File: src/rtl/mfm_pkg.sv
package mfm_pkg;

    localparam int unsigned NUM_FAULTS = 7;
    localparam int unsigned CFG_IDX_W  = 3;

    // Fault bit positions
    localparam int unsigned FB_HEARTBEAT = 0;
    localparam int unsigned FB_FEEDBACK  = 1;
    localparam int unsigned FB_NONFINITE = 2;
    localparam int unsigned FB_RANGE     = 3;
    localparam int unsigned FB_STALL     = 4;
    localparam int unsigned FB_QUEUE     = 5;
    localparam int unsigned FB_PARSE     = 6;

    // Operation codes; code three is unused and ignored
    localparam logic [1:0] OP_CHECK     = 2'd0;
    localparam logic [1:0] OP_HEARTBEAT = 2'd1;
    localparam logic [1:0] OP_CLEAR     = 2'd2;

    // Configuration register indexes
    localparam logic [CFG_IDX_W-1:0] REG_HB_TIMEOUT   = 3'd0;
    localparam logic [CFG_IDX_W-1:0] REG_FB_TIMEOUT   = 3'd1;
    localparam logic [CFG_IDX_W-1:0] REG_MAX_SPEED    = 3'd2;
    localparam logic [CFG_IDX_W-1:0] REG_MAX_OUTPUT   = 3'd3;
    localparam logic [CFG_IDX_W-1:0] REG_STALL_TARGET = 3'd4;
    localparam logic [CFG_IDX_W-1:0] REG_STALL_EPS    = 3'd5;
    localparam logic [CFG_IDX_W-1:0] REG_STALL_TMO    = 3'd6;

    localparam logic [30:0] Q31_MAX = 31'h7FFF_FFFF;

    // Reset values of the configuration registers
    localparam logic [31:0] RST_HB_TIMEOUT   = 32'd100;
    localparam logic [31:0] RST_FB_TIMEOUT   = 32'd100;
    localparam logic [30:0] RST_MAX_SPEED    = 31'h7FFF_FFFF;
    localparam logic [30:0] RST_MAX_OUTPUT   = 31'h7FFF_FFFF;
    localparam logic [30:0] RST_STALL_TARGET = 31'd65536;
    localparam logic [30:0] RST_STALL_EPS    = 31'd6554;
    localparam logic [31:0] RST_STALL_TMO    = 32'd1000;

    typedef struct packed {
        logic [1:0]         op;
        logic [31:0]        now_tick;
        logic [31:0]        feedback_tick;
        logic signed [31:0] meas_speed;
        logic signed [31:0] drive_output;
        logic signed [31:0] cmd_speed;
        logic               values_nonfinite;
        logic               running;
        logic [31:0]        queue_full_total;
        logic [31:0]        parse_error_total;
    } req_item_t;

    typedef struct packed {
        logic [NUM_FAULTS-1:0] found_faults;
        logic [NUM_FAULTS-1:0] sticky_faults;
    } rsp_item_t;

    typedef struct packed {
        logic [31:0] control_heartbeat_timeout;
        logic [31:0] feedback_timeout;
        logic [30:0] max_abs_speed;
        logic [30:0] max_abs_output;
        logic [30:0] stall_target_min;
        logic [30:0] stall_speed_eps;
        logic [31:0] stall_timeout;
    } cfg_t;

    // Tick-width-independent part of the monitor state
    typedef struct packed {
        logic [NUM_FAULTS-1:0] fault_reg;
        logic                  stall_timing;
        logic [31:0]           seen_queue_full;
        logic [31:0]           seen_parse_errors;
    } mon_state_t;

    // Saturating magnitude of a signed Q16.16 value
    function automatic logic [30:0] abs_sat(input logic [31:0] v);
        logic [31:0] neg;
        neg = (~v) + 32'd1;
        if (!v[31]) begin
            abs_sat = v[30:0];
        end
        else if (v[30:0] == 31'd0) begin
            abs_sat = Q31_MAX;
        end
        else begin
            abs_sat = neg[30:0];
        end
    endfunction

endpackage

File: src/rtl/mfm_cfg_regs.sv
module mfm_cfg_regs (
    input  logic                            clk,
    input  logic                            rst_n,
    input  logic                            wr_en,
    input  logic [mfm_pkg::CFG_IDX_W-1:0]   wr_index,
    input  logic [31:0]                     wr_data,
    output mfm_pkg::cfg_t                   cfg
);
    import mfm_pkg::*;

    cfg_t cfg_reg;
    cfg_t cfg_next;

    always_comb
    begin
        cfg_next = cfg_reg;
        if (wr_en)
        begin
            case (wr_index)
                REG_HB_TIMEOUT:   cfg_next.control_heartbeat_timeout = wr_data;
                REG_FB_TIMEOUT:   cfg_next.feedback_timeout          = wr_data;
                REG_MAX_SPEED:    cfg_next.max_abs_speed             = wr_data[30:0];
                REG_MAX_OUTPUT:   cfg_next.max_abs_output            = wr_data[30:0];
                REG_STALL_TARGET: cfg_next.stall_target_min          = wr_data[30:0];
                REG_STALL_EPS:    cfg_next.stall_speed_eps           = wr_data[30:0];
                REG_STALL_TMO:    cfg_next.stall_timeout             = wr_data;
                default:          cfg_next = cfg_reg;
            endcase
        end
    end

    always_ff @(posedge clk or negedge rst_n)
    begin
        if (!rst_n)
        begin
            cfg_reg.control_heartbeat_timeout <= RST_HB_TIMEOUT;
            cfg_reg.feedback_timeout          <= RST_FB_TIMEOUT;
            cfg_reg.max_abs_speed             <= RST_MAX_SPEED;
            cfg_reg.max_abs_output            <= RST_MAX_OUTPUT;
            cfg_reg.stall_target_min          <= RST_STALL_TARGET;
            cfg_reg.stall_speed_eps           <= RST_STALL_EPS;
            cfg_reg.stall_timeout             <= RST_STALL_TMO;
        end
        else
        begin
            cfg_reg <= cfg_next;
        end
    end

    assign cfg = cfg_reg;

endmodule

File: src/rtl/mfm_check.sv
module mfm_check #(
    parameter int unsigned TICK_WIDTH = 32
) (
    input  mfm_pkg::req_item_t      item,
    input  mfm_pkg::cfg_t           cfg,
    input  mfm_pkg::mon_state_t     state,
    input  logic [TICK_WIDTH-1:0]   last_hb_tick,
    input  logic [TICK_WIDTH-1:0]   stall_start_tick,
    output mfm_pkg::mon_state_t     state_next,
    output logic [TICK_WIDTH-1:0]   last_hb_tick_next,
    output logic [TICK_WIDTH-1:0]   stall_start_tick_next,
    output mfm_pkg::rsp_item_t      result
);
    import mfm_pkg::*;

    // Common width for comparing tick differences against 32-bit timeouts
    localparam int unsigned CW = (TICK_WIDTH > 32) ? TICK_WIDTH : 32;

    logic [CW-1:0]          now_ext;
    logic [CW-1:0]          fb_ext;
    logic [TICK_WIDTH-1:0]  now_w;
    logic [TICK_WIDTH-1:0]  fb_w;
    logic [TICK_WIDTH-1:0]  hb_diff;
    logic [TICK_WIDTH-1:0]  fb_diff;
    logic [TICK_WIDTH-1:0]  st_diff;
    logic [30:0]            a_speed;
    logic [30:0]            a_out;
    logic [30:0]            a_target;
    logic                   stall_cond;
    logic [NUM_FAULTS-1:0]  found;

    assign now_ext = CW'(item.now_tick);
    assign fb_ext  = CW'(item.feedback_tick);
    assign now_w   = now_ext[TICK_WIDTH-1:0];
    assign fb_w    = fb_ext[TICK_WIDTH-1:0];

    assign hb_diff = now_w - last_hb_tick;
    assign fb_diff = now_w - fb_w;
    assign st_diff = now_w - stall_start_tick;

    assign a_speed  = abs_sat(item.meas_speed);
    assign a_out    = abs_sat(item.drive_output);
    assign a_target = abs_sat(item.cmd_speed);

    assign stall_cond = item.running
                      && (a_target > cfg.stall_target_min)
                      && (a_speed < cfg.stall_speed_eps);

    always_comb
    begin
        found                 = '0;
        state_next            = state;
        last_hb_tick_next     = last_hb_tick;
        stall_start_tick_next = stall_start_tick;
        case (item.op)
            OP_CHECK:
            begin
                found[FB_HEARTBEAT] = CW'(hb_diff) > CW'(cfg.control_heartbeat_timeout);
                found[FB_FEEDBACK]  = CW'(fb_diff) > CW'(cfg.feedback_timeout);
                found[FB_NONFINITE] = item.values_nonfinite;
                found[FB_RANGE]     = (a_speed > cfg.max_abs_speed)
                                    || (a_out > cfg.max_abs_output);
                if (stall_cond)
                begin
                    if (!state.stall_timing)
                    begin
                        state_next.stall_timing = 1'b1;
                        stall_start_tick_next   = now_w;
                    end
                    else
                    begin
                        found[FB_STALL] = CW'(st_diff) > CW'(cfg.stall_timeout);
                    end
                end
                else
                begin
                    state_next.stall_timing = 1'b0;
                end
                found[FB_QUEUE] = item.queue_full_total != state.seen_queue_full;
                found[FB_PARSE] = item.parse_error_total != state.seen_parse_errors;
                state_next.seen_queue_full   = item.queue_full_total;
                state_next.seen_parse_errors = item.parse_error_total;
                state_next.fault_reg         = state.fault_reg | found;
            end
            OP_HEARTBEAT:
            begin
                last_hb_tick_next = now_w;
            end
            OP_CLEAR:
            begin
                state_next            = '0;
                stall_start_tick_next = '0;
                last_hb_tick_next     = now_w;
            end
            default:
            begin
                state_next = state;
            end
        endcase
    end

    assign result.found_faults  = found;
    assign result.sticky_faults = state_next.fault_reg;

endmodule

File: src/rtl/motor_fault_monitor_core.sv
// Motor fault monitor. Each request item is a check, a control heartbeat or a
// fault clear, and every item gives exactly one response item carrying the
// faults found by that item and the sticky fault register after it (bit 0
// heartbeat, 1 feedback, 2 non-finite, 3 range, 4 stall, 5 queue, 6 parse).
// Heartbeats and clears report no found faults; a clear also zeroes the sticky
// register, the seen error counters and stall timing, and restarts the
// heartbeat window at its now_tick. Tick differences are modulo 2^TICK_WIDTH,
// so the tick counter may wrap freely. Throughput is one item per clock while
// the response channel takes items. An accepted request item sits in the input
// register, then the combinational check logic fills the response register,
// where the monitor state is updated at the same edge; while the response
// register is full and not taken, the item waits in the input register.
// Configuration writes (cfg_ready is always high) are to be made while no
// item is in flight.
module motor_fault_monitor_core #(
    parameter int unsigned TICK_WIDTH = 32
) (
    input  logic                            clk,
    input  logic                            rst_n,

    // Request channel
    input  logic                            req_valid,
    output logic                            req_ready,
    input  mfm_pkg::req_item_t              req,

    // Response channel
    output logic                            rsp_valid,
    input  logic                            rsp_ready,
    output mfm_pkg::rsp_item_t              rsp,

    // Configuration write channel
    input  logic                            cfg_valid,
    output logic                            cfg_ready,
    input  logic [mfm_pkg::CFG_IDX_W-1:0]   cfg_index,
    input  logic [31:0]                     cfg_data
);
    import mfm_pkg::*;

    cfg_t cfg;

    // Input stage
    logic                   s1_valid_reg;
    logic                   s1_valid_next;
    req_item_t              s1_item_reg;

    // Response stage
    logic                   rsp_valid_reg;
    logic                   rsp_valid_next;
    rsp_item_t              rsp_reg;

    // Monitor state
    mon_state_t             state_reg;
    mon_state_t             state_next;
    logic [TICK_WIDTH-1:0]  last_hb_tick_reg;
    logic [TICK_WIDTH-1:0]  last_hb_tick_next;
    logic [TICK_WIDTH-1:0]  stall_start_reg;
    logic [TICK_WIDTH-1:0]  stall_start_next;

    rsp_item_t              result;
    logic                   advance;
    logic                   req_accept;

    assign cfg_ready = 1'b1;

    mfm_cfg_regs u_cfg (
        .clk      (clk),
        .rst_n    (rst_n),
        .wr_en    (cfg_valid),
        .wr_index (cfg_index),
        .wr_data  (cfg_data),
        .cfg      (cfg)
    );

    mfm_check #(
        .TICK_WIDTH (TICK_WIDTH)
    ) u_check (
        .item                  (s1_item_reg),
        .cfg                   (cfg),
        .state                 (state_reg),
        .last_hb_tick          (last_hb_tick_reg),
        .stall_start_tick      (stall_start_reg),
        .state_next            (state_next),
        .last_hb_tick_next     (last_hb_tick_next),
        .stall_start_tick_next (stall_start_next),
        .result                (result)
    );

    // Item in the input stage moves on when the response register is free
    // or is being emptied this cycle.
    assign advance    = s1_valid_reg && (!rsp_valid_reg || rsp_ready);
    assign req_ready  = !s1_valid_reg || advance;
    assign req_accept = req_valid && req_ready;

    always_comb
    begin
        s1_valid_next = s1_valid_reg;
        if (req_accept)
        begin
            s1_valid_next = 1'b1;
        end
        else if (advance)
        begin
            s1_valid_next = 1'b0;
        end
    end

    always_comb
    begin
        rsp_valid_next = rsp_valid_reg;
        if (advance)
        begin
            rsp_valid_next = 1'b1;
        end
        else if (rsp_ready)
        begin
            rsp_valid_next = 1'b0;
        end
    end

    always_ff @(posedge clk or negedge rst_n)
    begin
        if (!rst_n)
        begin
            s1_valid_reg     <= 1'b0;
            rsp_valid_reg    <= 1'b0;
            state_reg        <= '0;
            last_hb_tick_reg <= '0;
            stall_start_reg  <= '0;
        end
        else
        begin
            s1_valid_reg  <= s1_valid_next;
            rsp_valid_reg <= rsp_valid_next;
            // state commits only as the item leaves for the response register
            if (advance)
            begin
                state_reg        <= state_next;
                last_hb_tick_reg <= last_hb_tick_next;
                stall_start_reg  <= stall_start_next;
            end
        end
    end

    // payload registers
    always_ff @(posedge clk)
    begin
        if (req_accept)
        begin
            s1_item_reg <= req;
        end
        if (advance)
        begin
            rsp_reg <= result;
        end
    end

    assign rsp_valid = rsp_valid_reg;
    assign rsp       = rsp_reg;

    // ---- assertions ----

    // Found bits are always included in the sticky register.
    assert property (@(posedge clk) disable iff (!rst_n)
        rsp_valid |-> ((rsp.found_faults & ~rsp.sticky_faults) == '0))
        else $error("found fault missing from sticky register");

    // A clear item leaves a response with no faults at all.
    assert property (@(posedge clk) disable iff (!rst_n)
        (advance && (s1_item_reg.op == OP_CLEAR))
        |=> (rsp.found_faults == '0) && (rsp.sticky_faults == '0))
        else $error("clear item returned faults");

    // Sticky bits only drop through a clear item.
    assert property (@(posedge clk) disable iff (!rst_n)
        !(advance && (s1_item_reg.op == OP_CLEAR))
        |=> (($past(state_reg.fault_reg) & ~state_reg.fault_reg) == '0))
        else $error("sticky fault bit lost without clear");

    // A stall fault needs stall timing already running.
    assert property (@(posedge clk) disable iff (!rst_n)
        (advance && result.found_faults[FB_STALL]) |-> state_reg.stall_timing)
        else $error("stall fault without stall timing");

endmodule

File: config.mk
export PLATFORM = sky130hd
export DESIGN_NAME = motor_fault_monitor_core
export DESIGN_NICKNAME = d
export VERILOG_FILES = /design/src/rtl/mfm_pkg.sv /design/src/rtl/mfm_cfg_regs.sv /design/src/rtl/mfm_check.sv /design/src/rtl/motor_fault_monitor_core.sv
export SDC_FILE = /design/constraint.sdc
export NUM_CORES = 1
export LEC_CHECK = 0
export BUFFER_PORTS_ARGS = -buffer_cell sky130_fd_sc_hd__clkbuf_2
export CAP_MARGIN = 15
export CORE_MARGIN = 2
export CORE_UTILIZATION = 55
export DETAILED_ROUTE_END_ITERATION = 8
export GPL_TIMING_DRIVEN = 0
export PLACE_DENSITY = 0.81
export SKIP_CTS_REPAIR_TIMING = 1
export SLEW_MARGIN = 20
export SYNTH_ARGS = -nofsm -noshare
export SYNTH_HDL_FRONTEND = slang
export SYNTH_SLANG_ARGS = --single-unit
File: constraint.sdc
create_clock -name clk -period 9.7 [get_ports clk]
set_input_delay 0.97 -clock clk [delete_from_list [all_inputs] [get_ports clk]]
set_output_delay 0.97 -clock clk [all_outputs]
set_load 0.02 [all_outputs]
* Yosys cells after proc, flatten, opt, wreduce, memory -nomap -nowiden *
Cells that the tools add are included.

storage, ports and cells
  register bits after elaboration = 600
  input port bits = 268
  output and inout port bits = 17
  word-level logic and storage cells = 102

operators by class
  $add $sub $neg = 6
  magnitude comparators = 7
  equal/unequal tests = 12
  muxes and demuxes = 18
  bitwise logic cells = 4
  reduce and logical (&&, ||, !) cells = 28

operators by type and width
  cell                                                              count
  31-bit 2-to-1 mux                                                 6
  72-bit one-hot mux with 2 select lines                            1
  32-bit greater-than comparator                                    3
  32-bit subtractor                                                 3
  31-bit by 1-bit adder with 31-bit output (second input constant)  3
  31-bit greater-than comparator                                    3
  31-bit zero test                                                  3
  31-bit NOT                                                        3
  32-bit 2-to-1 mux                                                 2
  32-bit != test                                                    2
  32-bit one-hot mux with 2 select lines                            1
  31-bit less-than comparator                                       1
  2-bit AND reduction                                               9
  3-bit == test (second input constant)                             3
  1-bit 2-to-1 mux                                                  8
  7-bit OR                                                          1
  3-bit by 2-bit == test with 1-bit output (second input constant)  2
  2-bit nonzero test                                                3
  1-bit logical AND                                                 4
  4-bit AND reduction                                               1
  3-bit by 1-bit == test with 1-bit output (second input constant)  1
  3-bit zero test                                                   1
  1-bit logical OR                                                  3
  2-bit by 1-bit == test with 1-bit output (second input constant)  1
  other kinds (6)                                                   7

* Longest topological paths before layout *
  depth after elaboration = 11
  mapped depth = 26
  mapped depth without buffers = 25

* Modules after synthesis *
From an unflattened synthesis, not the netlist that was laid out.

unflattened totals
  cells, all modules = 3,425
  area total of the unflattened synthesis = 37,039.3 sq um

modules (own cells, without submodules)
  module                    instances  cells an instance  area an instance (sq um)  seq. area each (sq um)
  mfm_check                 1          2,415              15,641.3                  0.0
  motor_fault_monitor_core  1          539                13,055.0                  10,720.3
  mfm_cfg_regs              1          471                8,343.0                   5,607.9

* Least setup slack after synthesis *
OpenSTA, ideal clock, no wires.

  path kind = input to register
  start = input port rsp_ready
  end = register s1_item_reg[0] (netlist name), enable pin
  library setup time = 616 ps
  arrival = 6,453 ps
  required time = 9,084 ps
  slack = 2,631 ps
  stages on the path = 2
  buffers on the path = 0
  path through = nand3b_1 -> and2_1

on the way
  word-level cells in the longest chain between the ends = 4

ends and longest elaborated chain
  item                    RTL line                         source
  start: declaration      motor_fault_monitor_core.sv:28   input logic rsp_ready,
  1-bit logical OR        motor_fault_monitor_core.sv:90   assign advance = s1_valid_reg && (!rsp_valid_reg || rsp_ready);
  1-bit logical AND       motor_fault_monitor_core.sv:90
  1-bit logical OR        motor_fault_monitor_core.sv:91   assign req_ready = !s1_valid_reg || advance;
  1-bit logical AND       motor_fault_monitor_core.sv:92   assign req_accept = req_valid && req_ready;
  net req_accept          motor_fault_monitor_core.sv:61   logic req_accept;
  end signal: assignment  motor_fault_monitor_core.sv:149  s1_item_reg <= req;
  end: declaration        motor_fault_monitor_core.sv:44   req_item_t s1_item_reg;

The timed path passes the listed nets, and every way through them passes these cells.
A chain may end at the register's enable or synchronous reset.

* Worst setup path after layout *
  start = register s1_item_reg[66] (netlist name)
  end = register stall_start_reg[1]

on the way
  word-level cells in the longest chain between the ends = 9
  elaborated cells between the ends (all ways) = 10
  those cells by class = add/sub: 1; order compare: 1; eq/ne: 1; mux: 2; bitwise: 1; reduce/logical: 4

ends and longest elaborated chain
  item                                                  RTL line                         source
  31-bit NOT                                            mfm_pkg.sv:79                    neg = (~v) + 32'd1;
  31-bit by 1-bit adder with 31-bit output              mfm_pkg.sv:79
  31-bit 2-to-1 mux                                     mfm_pkg.sv:83                    else if (v[30:0] == 31'd0) begin
  31-bit 2-to-1 mux *                                   mfm_pkg.sv:80                    if (!v[31]) begin
  31-bit greater-than comparator *                      mfm_check.sv:46                  && (a_target > cfg.stall_target_min)
  1-bit logical AND *                                   mfm_check.sv:46
  1-bit logical AND *                                   mfm_check.sv:47                  && (a_speed < cfg.stall_speed_eps);
  2-bit by 1-bit != test with 1-bit output (no line) *  n/a
  4-bit AND reduction (no line) *                       n/a
  end signal: assignment                                motor_fault_monitor_core.sv:139  stall_start_reg <= stall_start_next;
  end: declaration                                      motor_fault_monitor_core.sv:56   logic [TICK_WIDTH-1:0] stall_start_reg;

Every way passes the cells marked *; elsewhere a longest branch is shown, timed or not.

==> reports/qor.txt <==
Max IR drop VDD: 0.000225 V
die width: 252 um
largest net degree at the start of global routing: 92
HP Class: input pin to asynchronous set/reset pin
post-route clock skew: 26.4 ps
Congestion Overflow GR: 0
IO Port Bufs: 281
share of cells above drive strength 1: 18.3%
number of hold violations in the final report: 0
Ys Warns: 0
initial antenna violation count: 9
XOR/XNOR Fraction of Synth Area: 4.46%
hold_ws: 362 ps
depth of the worst register-to-register path: 24
Crit Path Category: flip-flop to flip-flop
post-route ant nets: 0
critical path peak fanout: 10
max reg flops: 228
Worst Path Required: 10260 ps
GRT Total Usage: 27.9%
CP Data Arrival Time: 8450 ps
total power: 8590 uW
CTS Sinks: 600
EDFF count, synth: 242
Nets: 4128
largest family of logic cells by synthesized area: compound AO/OA/AOI/OAI gates
RSZ-0062 raised after global routing: false
CTS Buf Count: 68
crit end category: flip-flop
simple-gate share of the synthesized area: 10.1%
sequential element share of the synthesized area: 48.3%
Initial Utilization: 55.8%
mapped cell area: 33800 um2
Max Cap Viol: 0
final worst-path cycle share: 81.4%
Clock Latency Late Sink: 640 ps
H-tree lvl count: 3
cell repeated most along the worst path: or3_4
gpl congestion: 0.933
core area: 60600 um2
hpwl dp: 65400 um
Post-Synth Adder-Cell Area: 11.9%
critical-path cell list: inv_1 -> ha_1 -> or3b_1 -> or4_4 -> or3_4 -> or4b_4 -> or3_4 -> or3_4 -> nor4_4 -> buf_2 -> o21ai_0 -> o21ai_0 -> ha_1 -> and4_1 -> nand3_1 -> nor4_1 -> a21oi_1 -> o221a_2 -> o211ai_1 -> a211oi_1 -> o21ai_1 -> nor4_1 -> clkbuf_1 -> a32o_1
full die area: 63400 um2
CTS root buf: clkbuf_16
Crit Reg-Reg Endpoint: stall_start_reg[1]
top-level I/O count: 285
Core Util, Final: 64.2%
Area growth syn-to-layout: 15.1%
Cells after Synth: 3180
Iter 0 DRT Violations: 2023
# setup viols final: 0
post-synthesis mux area share: 4.46%
wire length per cell: 20.0 um
R2R setup slack: 1800 ps
die height: 252 um
post-route cell area: 38900 um2
post-synthesis compound-gate area fraction: 15.8%
CTS max path bufs: 3
Worst Tran Pin Value: 1090 ps
row count: 90
Syn Nets: 3768
Avg Cell Area, Syn: 10.6 um2
RR Startpoint: s1_item_reg[66]
P_leak: 0.0174 uW
fin crit period: 7900 ps
PD cells: 221 nW/um2
relative slew slack: 26.5%
routed via count: 25758
total iterations of the first detailed-routing run: 5
Cell variety after synth: 81
critical path's largest stage delay: 890 ps
Post-synth ARST share: 59.7%
Reg clk slew, reported paths: 70 ps
status: finished clean
post-place instance area: 36400 um2
residual DRC count: 0
Main synth FF type: dfrtp_1
global-route wire length before repair: 138000 um
crit path launch type: flip-flop
vias per inst: 5.88
layout filler cell count: 4683
slowest cell on the critical path: nor4_1
vias in the first global route: 25410
final wirelength: 87800 um
crit path buf inv count: 3
Yosys reg bits: 600
f_max: 0.127 GHz
CTS tree: built
CP top delay family: simple AND/OR/NAND/NOR gates
Final Max Slew Viols: 0
-- synthesized netlist by cell type, types with 6 or more instances --
cell,count,share of area (%)
or3_1,18,0.33
and3_1,14,0.26
inv_1,347,3.9
xor2_1,55,1.4
a31oi_1,24,0.44
nand4_1,62,1.1
nor2_1,111,1.2
a32o_1,32,0.95
o31ai_1,15,0.33
buf_1,8,0.089
nand2b_1,22,0.41
or4_1,12,0.27
clkbuf_1,78,0.87
a211oi_1,14,0.31
nor4_1,14,0.26
o41ai_1,16,0.41
a22o_1,65,1.7
dfrtp_1,276,20
nor2b_1,29,0.54
ha_1,317,12
xnor2_1,117,3.0
and2_1,9,0.17
o21bai_1,10,0.22
a21oi_1,143,2.1
dfstp_2,82,6.4
or2_2,14,0.26
nand2_1,278,3.1
nand3_1,46,0.68
o21ai_0,259,3.8
a21o_1,123,2.7
mux2_2,132,4.4
nand4b_1,6,0.16
o311ai_0,11,0.29
o211ai_1,13,0.29
o21a_1,48,1.1
nor3_1,37,0.55
edfxtp_1,242,22
-- cell families (layout without fill, tap and decap cells) --
| group | count (synthesis) | after routing |
|---|---|---|
| other | 1 | 6 |
| adders and majority gates | 320 | 320 |
| and+or+nand+nor | 698 | 698 |
| buffers and inverters | 439 | 854 |
| AOI/OAI and AO/OA | 816 | 816 |
| DFF | 600 | 600 |
| xor gates and xnor gates | 172 | 172 |
| muxes | 134 | 134 |
-- how the worst max path moves through the flow --
stage,from,end,slack (ps),cells after the start
3_3_place_gp,rst_n,u_cfg.cfg[48],-310,1
3_5_place_dp,s1_item_reg[66],stall_start_reg[1],1960,24
5_1_grt,s1_item_reg[66],stall_start_reg[29],1450,24
6_report,s1_item_reg[66],stall_start_reg[1],1800,24
4_1_cts,s1_item_reg[66],stall_start_reg[1],1900,24
2_1_floorplan,rsp_ready,s1_item_reg[0],2630,2
-- stage by stage --
step | worst slack (ps) | std cells | TNS, ps
4_1_cts | 1900 | 4377 | 0
3_3_place_gp | -313 | 4243 | -76220
3_5_place_dp | 1960 | 4252 | 0
2_1_floorplan | 2630 | 3180 | 0
6_report | 1800 | 4382 | 0
5_1_grt | 1450 | 4377 | 0
-- per-layer routing --
metal  vias to the layer above  GRT usage (%)  wire [um]  part of all wire [%]
met3                       193           6.28       6940                   7.9
li1                      12179              -          -                     -
met5                         -              0         94                  0.11
met2                       906           44.1      39700                    45
met4                        14           9.79       3140                   3.6
met1                     12466           37.9      37900                    43
-- report_power, final --
part | internal [uW] | switching [uW] | total, uW
logic | 1130 | 1350 | 2480
clock network | 1650 | 1130 | 2780
registers | 3110 | 222 | 3330
total | 5880 | 2710 | 8590
-- final cells by class --
cell class	instances	area, um2	share of cell area [%]
Antenna cell	5	12.5	0.0322
Inverter	347	1300	3.35
Buffer	92	380	0.978
Timing Repair Buffer	290	1640	4.22
Clock inverter	42	602	1.55
Clock buffer	83	1840	4.73
Tap cell	782	978	2.52
Sequential cell	600	16300	42.0
Multi-Input combinational cell	2141	15800	40.6
-- layout by cell type (no fill, tap or decap), types with 24 or more instances in the layout --
cell type / instances
inv_1: 347
ha_1: 317
clkbuf_2: 281
nand2_1: 278
dfrtp_1: 276
o21ai_0: 259
edfxtp_1: 242
a21oi_1: 143
mux2_2: 132
a21o_1: 123
xnor2_1: 117
nor2_1: 111
clkbuf_1: 86
dfstp_2: 82
clkbuf_16: 70
a22o_1: 65
nand4_1: 62
xor2_1: 55
o21a_1: 48
nand3_1: 46
nor3_1: 36
a32o_1: 32
nor2b_1: 29
a31oi_1: 24
Power figures use the tool's default switching activity.
